### src/rtl/rgbw_pkg.sv
`timescale 1ns / 1ps
// ----------------------------------------------------------------------------
// rgbw_pkg
// Types and constants shared by the RGBW LED port controller.
// ----------------------------------------------------------------------------
package rgbw_pkg;

  localparam int MAX_PORTS = 3;

  localparam int CMD_W    = 2;
  localparam int PORT_W   = 3;
  localparam int RGB_W    = 24;
  localparam int STATUS_W = 2;
  localparam int PWM_W    = 32;
  localparam int LEVEL_W  = 8;
  localparam int TIMER_W  = 24;
  localparam int ELAPSED_W = 14;
  localparam int PHASE_W  = 3;

  localparam int CFG_INDEX_W = 2;
  localparam int CFG_DATA_W  = 24;

  // Commands.
  localparam logic [CMD_W-1:0] CMD_TICK  = 2'd0;
  localparam logic [CMD_W-1:0] CMD_SET   = 2'd1;
  localparam logic [CMD_W-1:0] CMD_TEST  = 2'd2;
  localparam logic [CMD_W-1:0] CMD_OTHER = 2'd3;

  // Result status codes.
  localparam logic [STATUS_W-1:0] STATUS_OK     = 2'd0;
  localparam logic [STATUS_W-1:0] STATUS_REJECT = 2'd1;
  localparam logic [STATUS_W-1:0] STATUS_LOCKED = 2'd2;

  // Configuration register indexes.
  localparam logic [CFG_INDEX_W-1:0] REG_LOCK    = 2'd0;
  localparam logic [CFG_INDEX_W-1:0] REG_TIMEOUT = 2'd1;
  localparam logic [CFG_INDEX_W-1:0] REG_WHITE   = 2'd2;

  // Test sequence phases.
  localparam logic [PHASE_W-1:0] PH_OFF   = 3'd0;
  localparam logic [PHASE_W-1:0] PH_RED   = 3'd1;
  localparam logic [PHASE_W-1:0] PH_GREEN = 3'd2;
  localparam logic [PHASE_W-1:0] PH_BLUE  = 3'd3;
  localparam logic [PHASE_W-1:0] PH_WHITE = 3'd4;

  localparam logic [RGB_W-1:0]     FULL_RGB      = 24'hFFFFFF;
  localparam logic [TIMER_W-1:0]   TIMER_MAX     = 24'hFFFFFF;
  localparam logic [ELAPSED_W-1:0] ELAPSED_MAX   = 14'h3FFF;
  localparam logic [TIMER_W-1:0]   TIMEOUT_RESET = 24'd10000;
  localparam logic [LEVEL_W-1:0]   WHITE_RESET   = 8'hFF;
  localparam logic [LEVEL_W-1:0]   LEVEL_FULL    = 8'hFF;

  localparam logic [ELAPSED_W-1:0] T_RED   = 14'd2000;
  localparam logic [ELAPSED_W-1:0] T_GREEN = 14'd4000;
  localparam logic [ELAPSED_W-1:0] T_BLUE  = 14'd6000;
  localparam logic [ELAPSED_W-1:0] T_WHITE = 14'd8000;

  typedef struct packed {
    logic [CMD_W-1:0]  cmd;
    logic [PORT_W-1:0] port;
    logic [RGB_W-1:0]  rgb;
  } item_t;

  typedef struct packed {
    logic                 locked;
    logic [TIMER_W-1:0]   timeout_ms;
    logic [LEVEL_W-1:0]   white_level;
  } cfg_t;

  typedef struct packed {
    logic [MAX_PORTS-1:0][PWM_W-1:0] pwm;
    logic [MAX_PORTS-1:0][RGB_W-1:0] colour;
    logic [MAX_PORTS-1:0]            ports_on;
    logic                            test_running;
  } view_t;

endpackage

### src/rtl/rgbw_req_if.sv
`timescale 1ns / 1ps
// ----------------------------------------------------------------------------
// rgbw_req_if
// Command channel: one item per valid/ready handshake.
// ----------------------------------------------------------------------------
interface rgbw_req_if import rgbw_pkg::*; ();
  logic              valid;
  logic              ready;
  logic [CMD_W-1:0]  cmd;
  logic [PORT_W-1:0] port;
  logic [RGB_W-1:0]  rgb;

  modport source (output valid, output cmd, output port, output rgb, input ready);
  modport sink (input valid, input cmd, input port, input rgb, output ready);
endinterface

### src/rtl/rgbw_rsp_if.sv
`timescale 1ns / 1ps
// ----------------------------------------------------------------------------
// rgbw_rsp_if
// Result channel: status and the port levels after each item.
// ----------------------------------------------------------------------------
interface rgbw_rsp_if import rgbw_pkg::*; ();
  logic                valid;
  logic                ready;
  logic [STATUS_W-1:0] status;
  logic [PWM_W-1:0]    port1_pwm;
  logic [PWM_W-1:0]    port2_pwm;
  logic [PWM_W-1:0]    port3_pwm;
  logic [RGB_W-1:0]    port1_colour;
  logic [RGB_W-1:0]    port2_colour;
  logic [RGB_W-1:0]    port3_colour;
  logic [2:0]          ports_on;
  logic                test_running;

  modport source (
    output valid, output status,
    output port1_pwm, output port2_pwm, output port3_pwm,
    output port1_colour, output port2_colour, output port3_colour,
    output ports_on, output test_running,
    input ready
  );
  modport sink (
    input valid, input status,
    input port1_pwm, input port2_pwm, input port3_pwm,
    input port1_colour, input port2_colour, input port3_colour,
    input ports_on, input test_running,
    output ready
  );
endinterface

### src/rtl/rgbw_state.sv
`timescale 1ns / 1ps
// ----------------------------------------------------------------------------
// rgbw_state
// Port levels, colours, timeout counter and test sequencer. Applies one item
// per step and exposes the resulting state.
// ----------------------------------------------------------------------------
module rgbw_state import rgbw_pkg::*; #(
  parameter int PORTS = 3
) (
  input  logic                clk,
  input  logic                rst,
  input  logic                step,
  input  item_t               item,
  input  cfg_t                cfg,
  output logic [STATUS_W-1:0] status_next,
  output view_t               view
);

  logic [PORTS-1:0][PWM_W-1:0] levels, levels_next;
  logic [PORTS-1:0][RGB_W-1:0] colour, colour_next;
  logic [PORTS-1:0]            on_bits, on_bits_next;
  logic [TIMER_W-1:0]          since, since_next;
  logic                        test_active, test_active_next;
  logic [PHASE_W-1:0]          phase, phase_next;
  logic [ELAPSED_W-1:0]        elapsed, elapsed_next;

  logic [TIMER_W-1:0]   since_inc;
  logic [ELAPSED_W-1:0] elapsed_inc;
  logic [PWM_W-1:0]     set_levels;
  logic                 port_bad;

  assign since_inc   = (since != TIMER_MAX) ? since + 1'b1 : since;
  assign elapsed_inc = (elapsed != ELAPSED_MAX) ? elapsed + 1'b1 : elapsed;
  // Pure white lights the white channel alone.
  assign set_levels  = (item.rgb == FULL_RGB) ? {24'h0, cfg.white_level} : {item.rgb, 8'h0};
  assign port_bad    = (item.port == '0) || (item.port > PORT_W'(PORTS));

  always_comb begin
    levels_next      = levels;
    colour_next      = colour;
    on_bits_next     = on_bits;
    since_next       = since;
    test_active_next = test_active;
    phase_next       = phase;
    elapsed_next     = elapsed;
    status_next      = STATUS_OK;

    if (cfg.locked) begin
      status_next = STATUS_LOCKED;
    end else begin
      unique case (item.cmd)
        CMD_TICK: begin
          since_next = since_inc;
          if (since_inc >= cfg.timeout_ms) begin
            levels_next  = '0;
            colour_next  = '0;
            on_bits_next = '0;
          end
          if (test_active) begin
            if (phase == PH_OFF) begin
              elapsed_next = '0;
              phase_next   = PH_RED;
              for (int i = 0; i < PORTS; i++) levels_next[i] = {LEVEL_FULL, 24'h0};
            end else if (phase > PH_WHITE) begin
              phase_next       = PH_OFF;
              test_active_next = 1'b0;
            end else begin
              elapsed_next = elapsed_inc;
              if (phase == PH_RED && elapsed_inc > T_RED) begin
                phase_next = PH_GREEN;
                for (int i = 0; i < PORTS; i++) levels_next[i] = {8'h0, LEVEL_FULL, 16'h0};
              end else if (phase == PH_GREEN && elapsed_inc > T_GREEN) begin
                phase_next = PH_BLUE;
                for (int i = 0; i < PORTS; i++) levels_next[i] = {16'h0, LEVEL_FULL, 8'h0};
              end else if (phase == PH_BLUE && elapsed_inc > T_BLUE) begin
                phase_next = PH_WHITE;
                for (int i = 0; i < PORTS; i++) levels_next[i] = {24'h0, cfg.white_level};
              end else if (phase == PH_WHITE && elapsed_inc > T_WHITE) begin
                phase_next       = PH_OFF;
                test_active_next = 1'b0;
                levels_next      = '0;
              end
            end
          end
        end
        CMD_SET: begin
          phase_next       = PH_OFF;
          test_active_next = 1'b0;
          if (port_bad) begin
            status_next = STATUS_REJECT;
          end else begin
            if (item.rgb != '0) since_next = '0;
            for (int i = 0; i < PORTS; i++) begin
              if (item.port == PORT_W'(i + 1)) begin
                levels_next[i]  = set_levels;
                colour_next[i]  = item.rgb;
                on_bits_next[i] = (item.rgb != '0);
              end
            end
          end
        end
        CMD_TEST: begin
          // Starting the test also switches port 1 off.
          test_active_next = 1'b1;
          levels_next[0]   = '0;
          colour_next[0]   = '0;
          on_bits_next[0]  = 1'b0;
        end
        CMD_OTHER: begin
          phase_next       = PH_OFF;
          test_active_next = 1'b0;
          status_next      = STATUS_REJECT;
        end
        default: begin
          status_next = STATUS_REJECT;
        end
      endcase
    end
  end

  always_ff @(posedge clk) begin
    if (rst) begin
      levels      <= '0;
      colour      <= '0;
      on_bits     <= '0;
      since       <= '0;
      test_active <= 1'b0;
      phase       <= PH_OFF;
      elapsed     <= '0;
    end else if (step) begin
      levels      <= levels_next;
      colour      <= colour_next;
      on_bits     <= on_bits_next;
      since       <= since_next;
      test_active <= test_active_next;
      phase       <= phase_next;
      elapsed     <= elapsed_next;
    end
  end

  // Ports beyond PORTS read as zero.
  for (genvar g = 0; g < MAX_PORTS; g++) begin : g_view
    if (g < PORTS) begin : g_used
      assign view.pwm[g]      = levels[g];
      assign view.colour[g]   = colour[g];
      assign view.ports_on[g] = on_bits[g];
    end else begin : g_unused
      assign view.pwm[g]      = '0;
      assign view.colour[g]   = '0;
      assign view.ports_on[g] = 1'b0;
    end
  end
  assign view.test_running = test_active;

  a_hold_without_step: assert property (@(posedge clk) disable iff (rst)
    !step |=> $stable(since) && $stable(levels) && $stable(phase))
    else $error("state changed without a step");

  a_locked_freezes: assert property (@(posedge clk) disable iff (rst)
    step && cfg.locked |=> $stable(colour) && $stable(on_bits) && $stable(test_active))
    else $error("locked item changed state");

  a_set_stops_test: assert property (@(posedge clk) disable iff (rst)
    step && !cfg.locked && item.cmd == CMD_SET |=> !test_active && phase == PH_OFF)
    else $error("set colour left the test running");

endmodule

### src/rtl/rgbw_led_port_controller.sv
`timescale 1ns / 1ps
// ----------------------------------------------------------------------------
// rgbw_led_port_controller
// RGBW PWM level holder for up to three LED ports with timeout and test.
// ----------------------------------------------------------------------------
// Takes one item per clock while results are taken and returns one result per
// item. An item is captured in an input register, then applied to the port
// state as its status enters the result register, and its result is presented
// from there. While a result waits, the input register can still take one item
// and then holds it until the result is read. The result carries the state
// left by its item. Configuration is written through cfg_we, cfg_index and
// cfg_data; the user must do so only while the block is idle, as the block
// itself does not enforce it.
module rgbw_led_port_controller import rgbw_pkg::*; #(
  parameter int PORTS = 3
) (
  input  logic                   clk,
  input  logic                   rst,
  input  logic                   cfg_we,
  input  logic [CFG_INDEX_W-1:0] cfg_index,
  input  logic [CFG_DATA_W-1:0]  cfg_data,
  rgbw_req_if.sink               req,
  rgbw_rsp_if.source             rsp
);

  cfg_t                cfg;
  item_t               stage_item;
  logic                stage_valid;
  logic                rsp_valid;
  logic [STATUS_W-1:0] status;
  logic [STATUS_W-1:0] status_next;
  logic                advance;
  view_t               view;

  always_ff @(posedge clk) begin
    if (rst) begin
      cfg.locked      <= 1'b0;
      cfg.timeout_ms  <= TIMEOUT_RESET;
      cfg.white_level <= WHITE_RESET;
    end else if (cfg_we) begin
      unique case (cfg_index)
        REG_LOCK:    cfg.locked      <= cfg_data[0];
        REG_TIMEOUT: cfg.timeout_ms  <= cfg_data[TIMER_W-1:0];
        REG_WHITE:   cfg.white_level <= cfg_data[LEVEL_W-1:0];
        default:     ;
      endcase
    end
  end

  // The staged item moves on whenever the result slot is free or being read.
  assign advance   = stage_valid && (!rsp_valid || rsp.ready);
  assign req.ready = !stage_valid || advance;

  always_ff @(posedge clk) begin
    if (rst) begin
      stage_valid <= 1'b0;
      rsp_valid   <= 1'b0;
    end else begin
      if (req.valid && req.ready) begin
        stage_valid <= 1'b1;
      end else if (advance) begin
        stage_valid <= 1'b0;
      end
      if (advance) begin
        rsp_valid <= 1'b1;
      end else if (rsp.ready) begin
        rsp_valid <= 1'b0;
      end
    end
  end

  always_ff @(posedge clk) begin
    if (req.valid && req.ready) begin
      stage_item <= '{cmd: req.cmd, port: req.port, rgb: req.rgb};
    end
    if (advance) begin
      status <= status_next;
    end
  end

  rgbw_state #(
    .PORTS(PORTS)
  ) u_state (
    .clk         (clk),
    .rst         (rst),
    .step        (advance),
    .item        (stage_item),
    .cfg         (cfg),
    .status_next (status_next),
    .view        (view)
  );

  // State changes only when the result slot turns over, so the state
  // registers serve directly as the result payload.
  assign rsp.valid        = rsp_valid;
  assign rsp.status       = status;
  assign rsp.port1_pwm    = view.pwm[0];
  assign rsp.port2_pwm    = view.pwm[1];
  assign rsp.port3_pwm    = view.pwm[2];
  assign rsp.port1_colour = view.colour[0];
  assign rsp.port2_colour = view.colour[1];
  assign rsp.port3_colour = view.colour[2];
  assign rsp.ports_on     = view.ports_on;
  assign rsp.test_running = view.test_running;

  a_no_overwrite: assert property (@(posedge clk) disable iff (rst)
    req.valid && req.ready && stage_valid |-> advance)
    else $error("staged item overwritten");

  a_stage_kept: assert property (@(posedge clk) disable iff (rst)
    stage_valid && !advance |=> stage_valid && $stable(stage_item))
    else $error("staged item lost");

  a_result_follows: assert property (@(posedge clk) disable iff (rst)
    advance |=> rsp_valid)
    else $error("advanced item produced no result");

endmodule

### src/flat_wrapper.sv
// flat-port wrapper written by rule: the top's interface ports become plain ports
module rgbw_led_port_controller_flat import rgbw_pkg::*;
#(
  parameter int PORTS = 3
)
  (clk, rst, cfg_we, cfg_index, cfg_data, req_valid, req_cmd, req_port, req_rgb, req_ready, rsp_valid, rsp_status, rsp_port1_pwm, rsp_port2_pwm, rsp_port3_pwm, rsp_port1_colour, rsp_port2_colour, rsp_port3_colour, rsp_ports_on, rsp_test_running, rsp_ready);
  rgbw_req_if req_i ();
  rgbw_rsp_if rsp_i ();
  input  logic clk;
  input  logic rst;
  input  logic cfg_we;
  input  logic [CFG_INDEX_W-1:0] cfg_index;
  input  logic [CFG_DATA_W-1:0] cfg_data;
  input wire logic [$bits(req_i.valid)-1:0] req_valid;
  input wire logic [$bits(req_i.cmd)-1:0] req_cmd;
  input wire logic [$bits(req_i.port)-1:0] req_port;
  input wire logic [$bits(req_i.rgb)-1:0] req_rgb;
  output wire logic [$bits(req_i.ready)-1:0] req_ready;
  output wire logic [$bits(rsp_i.valid)-1:0] rsp_valid;
  output wire logic [$bits(rsp_i.status)-1:0] rsp_status;
  output wire logic [$bits(rsp_i.port1_pwm)-1:0] rsp_port1_pwm;
  output wire logic [$bits(rsp_i.port2_pwm)-1:0] rsp_port2_pwm;
  output wire logic [$bits(rsp_i.port3_pwm)-1:0] rsp_port3_pwm;
  output wire logic [$bits(rsp_i.port1_colour)-1:0] rsp_port1_colour;
  output wire logic [$bits(rsp_i.port2_colour)-1:0] rsp_port2_colour;
  output wire logic [$bits(rsp_i.port3_colour)-1:0] rsp_port3_colour;
  output wire logic [$bits(rsp_i.ports_on)-1:0] rsp_ports_on;
  output wire logic [$bits(rsp_i.test_running)-1:0] rsp_test_running;
  input wire logic [$bits(rsp_i.ready)-1:0] rsp_ready;
  assign req_i.valid = req_valid;
  assign req_i.cmd = req_cmd;
  assign req_i.port = req_port;
  assign req_i.rgb = req_rgb;
  assign req_ready = req_i.ready;
  assign rsp_valid = rsp_i.valid;
  assign rsp_status = rsp_i.status;
  assign rsp_port1_pwm = rsp_i.port1_pwm;
  assign rsp_port2_pwm = rsp_i.port2_pwm;
  assign rsp_port3_pwm = rsp_i.port3_pwm;
  assign rsp_port1_colour = rsp_i.port1_colour;
  assign rsp_port2_colour = rsp_i.port2_colour;
  assign rsp_port3_colour = rsp_i.port3_colour;
  assign rsp_ports_on = rsp_i.ports_on;
  assign rsp_test_running = rsp_i.test_running;
  assign rsp_i.ready = rsp_ready;
  rgbw_led_port_controller #(.PORTS(PORTS)) u_core (.clk(clk), .rst(rst), .cfg_we(cfg_we), .cfg_index(cfg_index), .cfg_data(cfg_data), .req(req_i), .rsp(rsp_i));
endmodule
### config.mk
export PLATFORM = sky130hd
export DESIGN_NAME = rgbw_led_port_controller_flat
export DESIGN_NICKNAME = d
export VERILOG_FILES = /design/src/rtl/rgbw_pkg.sv /design/src/rtl/rgbw_req_if.sv /design/src/rtl/rgbw_rsp_if.sv /design/src/rtl/rgbw_state.sv /design/src/rtl/rgbw_led_port_controller.sv /design/src/flat_wrapper.sv
export SDC_FILE = /design/constraint.sdc
export NUM_CORES = 1
export LEC_CHECK = 0
export BUFFER_PORTS_ARGS = -buffer_cell sky130_fd_sc_hd__clkbuf_2
export CELL_PAD_IN_SITES_DETAIL_PLACEMENT = 0
export CELL_PAD_IN_SITES_GLOBAL_PLACEMENT = 1
export CORE_UTILIZATION = 43
export CTS_CLUSTER_SIZE = 28
export DETAILED_ROUTE_END_ITERATION = 8
export PLACE_DENSITY = 0.87
export SYNTH_ARGS = -nofsm -noshare
export SYNTH_HDL_FRONTEND = slang
export SYNTH_HIERARCHICAL = 1
export SYNTH_SLANG_ARGS = --single-unit
### constraint.sdc
create_clock -name clk -period 5.4 [get_ports clk]
set_input_delay 1.08 -clock clk [delete_from_list [all_inputs] [get_ports clk]]
set_output_delay 1.08 -clock clk [all_outputs]
set_load 0.01 [all_outputs]
==> out/qor.txt <==
=================================================================================
Total net switching power                                               0.00123 W
Global routing usage on met2                                                40.1%
Final total negative setup slack                                             0 ps
Core box area                                                          0.0325 mm²
Slew at the pin closest to its max-slew limit                             1000 ps
Total chip power                                                        0.00477 W
Post-route clock skew                                                     17.5 ps
Die Wd                                                                     183 µm
Logic gate share of total power                                              8.3%
Clock power share                                                           45.0%
Number of antenna violations at the first check in global routing               0
Primary FF master, synth                                                  dfxtp_1
Number of clock sinks                                                         279
Clock latency on the worst-skew pair                                       580 ps
Sequential power share                                                      46.7%
Grt met3 use                                                                6.75%
Final instance count without filler cells                                    2304
DR vias/cell                                                                 5.83
Fraction of layout instances using a drive strength above 1                 19.2%
Die area                                                               0.0336 mm²
Max Clock Freq                                                            199 MHz
Data arrival time of the critical path                                    5510 ps
Share of the yosys chip area belonging to registers                         41.7%
Routed length per placed instance                                         19.2 µm
Power Density                                                          287 mW/mm²
Final critical-path setup slack                                            372 ps
Final net count                                                              1931
Number of buffers created by CTS                                               31
IO Pins                                                                       236
Fin. Hold Viols                                                                 0
Final ANT Viol Nets                                                             0
Type of the setup path with the least slack                               reg2reg
Clock Tree Root                                                         clkbuf_16
Count of input and output buffers                                             235
First-pass GRT wire length                                               68800 µm
Post-detailed-placement half-perimeter wirelength                        30900 µm
Startpoint class of the critical path                                        flop
Clock Path Buffers                                                              3
Ys Warns                                                                        6
Final critical-path required period                                       5030 ps
Post-synthesis cell count                                                    1665
Most common library cell in the layout ignoring fill and taps             dfxtp_1
Int Pwr                                                                 0.00355 W
Violation count after the first detailed-routing iteration                   1108
Post-placement worst setup slack                                           313 ps
Total iterations of the first detailed-routing run                              5
Rows                                                                           66
Endpoint type of the worst setup path                                        flop
Effective utilization at floorplan                                          43.6%
Net switching share of the total power                                      25.7%
Max Cap Violations                                                              0
Fin area                                                               0.0166 mm²
Worst supply voltage drop on vdd                                       0.000298 V
Worst slew margin relative to its limit                                     33.3%
All-Layer GR Usage                                                          25.6%
Max-slew violation count                                                        0
Clock tree from TritonCTS                                                    done
Maximum number of pins on one net before global-route repair                   97
Average cell area after synthesis                                        8.49 µm²
Worst EP required                                                         5890 ps
Number of H-tree levels                                                         1
Most crowded layer after global routing                                      met2
Netlist area before placement                                          0.0141 mm²
Number of enable-type register cells in the synthesized netlist                31
GRT Residual Overflow                                                           0
Top library cells by usage in the layout, fill and taps aside        248 x dfxtp_1, 234 x clkbuf_2, 157 x a21oi_1, 146 x nor2_1, 145 x nand2_1
Count of distinct cell types in the synthesized netlist                        94
DIE HEIGHT                                                                 183 µm
Final cycle utilization of the critical path                                93.1%
Net Count, Synth                                                             1759
Hold crit path type                                                       reg2reg
Number of buffers inserted to repair setup after CTS                            0
Number of global-route vias before repair                                   12300
Wirelength, routed                                                       44300 µm
Unrepaired setup endpoints after global routing                             false
Final Wtd Congestion                                                        0.899
Count of vias placed by the detailed router                                 13400
Flops & latches, synth                                                        279
Clock slew seen by the registers of the worst setup and hold paths          60 ps
Antenna diode instance count                                                    0
FFs w/ async S/R, synth                                                        0%
Number of setup violations in the final report                                  0
CP max FO                                                                      37
Syn-to-layout area delta                                                    17.5%
Met1 Use GR                                                                 34.1%
Leakage power summed over all cells                                       6.37 nW
Number of cells after detailed placement                                     2246
Post-Place Cell Area                                                   0.0156 mm²
Run status                                                           finished, final reports clean
DRC Markers                                                                     0
=================================================================================
[what timing repair did]
item,CTS,global route
resized for setup,0,1
endpoints found under the hold margin,0,0
endpoints found under the setup margin,0,69
hold buffers,0,0
[cell usage after synthesis, types with 18 or more instances]
| cell | count | area share, % |
|---|---|---|
| nand2_1 | 145 | 3.8 |
| o221ai_1 | 18 | 1.1 |
| o21ai_0 | 58 | 2.1 |
| nor2_1 | 146 | 3.9 |
| a31oi_1 | 27 | 1.2 |
| a21oi_1 | 161 | 5.7 |
| nand3_1 | 129 | 4.6 |
| o31ai_1 | 20 | 1.1 |
| inv_1 | 71 | 1.9 |
| nor3_1 | 22 | 0.78 |
| nand4_1 | 26 | 1.2 |
| edfxtp_1 | 31 | 6.6 |
| a22oi_1 | 22 | 1.2 |
| nand2b_1 | 50 | 2.2 |
| clkbuf_1 | 91 | 2.4 |
| mux2i_1 | 35 | 2.5 |
| ha_1 | 34 | 3.0 |
| dfxtp_1 | 248 | 35 |
| a21o_1 | 18 | 0.96 |
[stage by stage]
step           util, %  hold WS (ps)
2_1_floorplan        -           434
3_3_place_gp      48.0           442
3_5_place_dp      48.0           446
4_1_cts           51.2           455
5_1_grt           51.2           471
6_report          51.2           455
[worst max-delay path, cell delays in order (launching register included)]
cell       delay [ps]
dfxtp_1           440
and4_1            290
nand4_1           150
or4_1             540
buf_4             190
and4_1            280
nand2_1           200
nor3_1             80
xor2_1            160
ha_1              320
nand4_1           110
nor2_1            160
nand2_1           130
a2111oi_1         450
buf_4             220
a21oi_4            60
buf_4             310
a21oi_2           190
buf_4             320
nand3_1           120
a21oi_1           200
[per-layer routing]
metal  vias up  routed length [µm]
li1       6399                   -
met1      6379               19100
met2       568               19900
met3        82                3960
met4         0                1400
met5         -                   0
[path summary, 6_finish.rpt]
| kind | from | endpoint | slack [ps] | depth (start not counted) |
|---|---|---|---|---|
| max | u_core/u_state/since[16] | u_core/u_state/view[43] | 370 | 20 |
| min | u_core/u_state/view[27] | u_core/u_state/view[27] | 450 | 2 |
| max reg2reg | u_core/u_state/since[16] | u_core/u_state/view[43] | 370 | 20 |
| min reg2reg | u_core/u_state/view[27] | u_core/u_state/view[27] | 450 | 2 |
[power by group through the flow]
stage               Clock [W]  Sequential [W]  Combinational (W)
floorplan                   0         0.00227           0.000235
global placement            0         0.00227           0.000384
detailed placement          0         0.00228           0.000390
CTS                   0.00218         0.00223           0.000392
global route          0.00227         0.00224           0.000431
finish                0.00215         0.00223           0.000394
[cell type report]
type,instances,area (µm²)
timing repair buffer,265,1410
fill,3077,15800
tap,442,553
inverter,74,278
clock inverter,24,248
multi-input combinational,1186,7450
sequential,279,5900
clock buffer,34,787
[kinds of logic after synthesis]
group           Yosys count  share of synthesized area [%]
xor+xnor                 23                           1.42
flops                   279                           41.7
compound gates          480                           23.8
fa+ha+maj                34                           3.01
mux                      37                           2.66
buf+inv                 200                           6.04
simple gates            612                           21.3
[sequential cells by signal, indices dropped and copies added, names as in the netlist]
register and cells:
u_core/stage_item 29, u_core/u_state/view 168, u_core/rsp.valid 1, u_core/rsp.status 2, u_core/stage_valid 1, u_core/u_state/since 24
u_core/cfg 33, u_core/u_state/phase 3, u_core/u_state/elapsed 14, u_core/u_state/test_active 1, u_core/u_state/on_bits 3
Note: power is estimated with default switching activity, not from simulation.
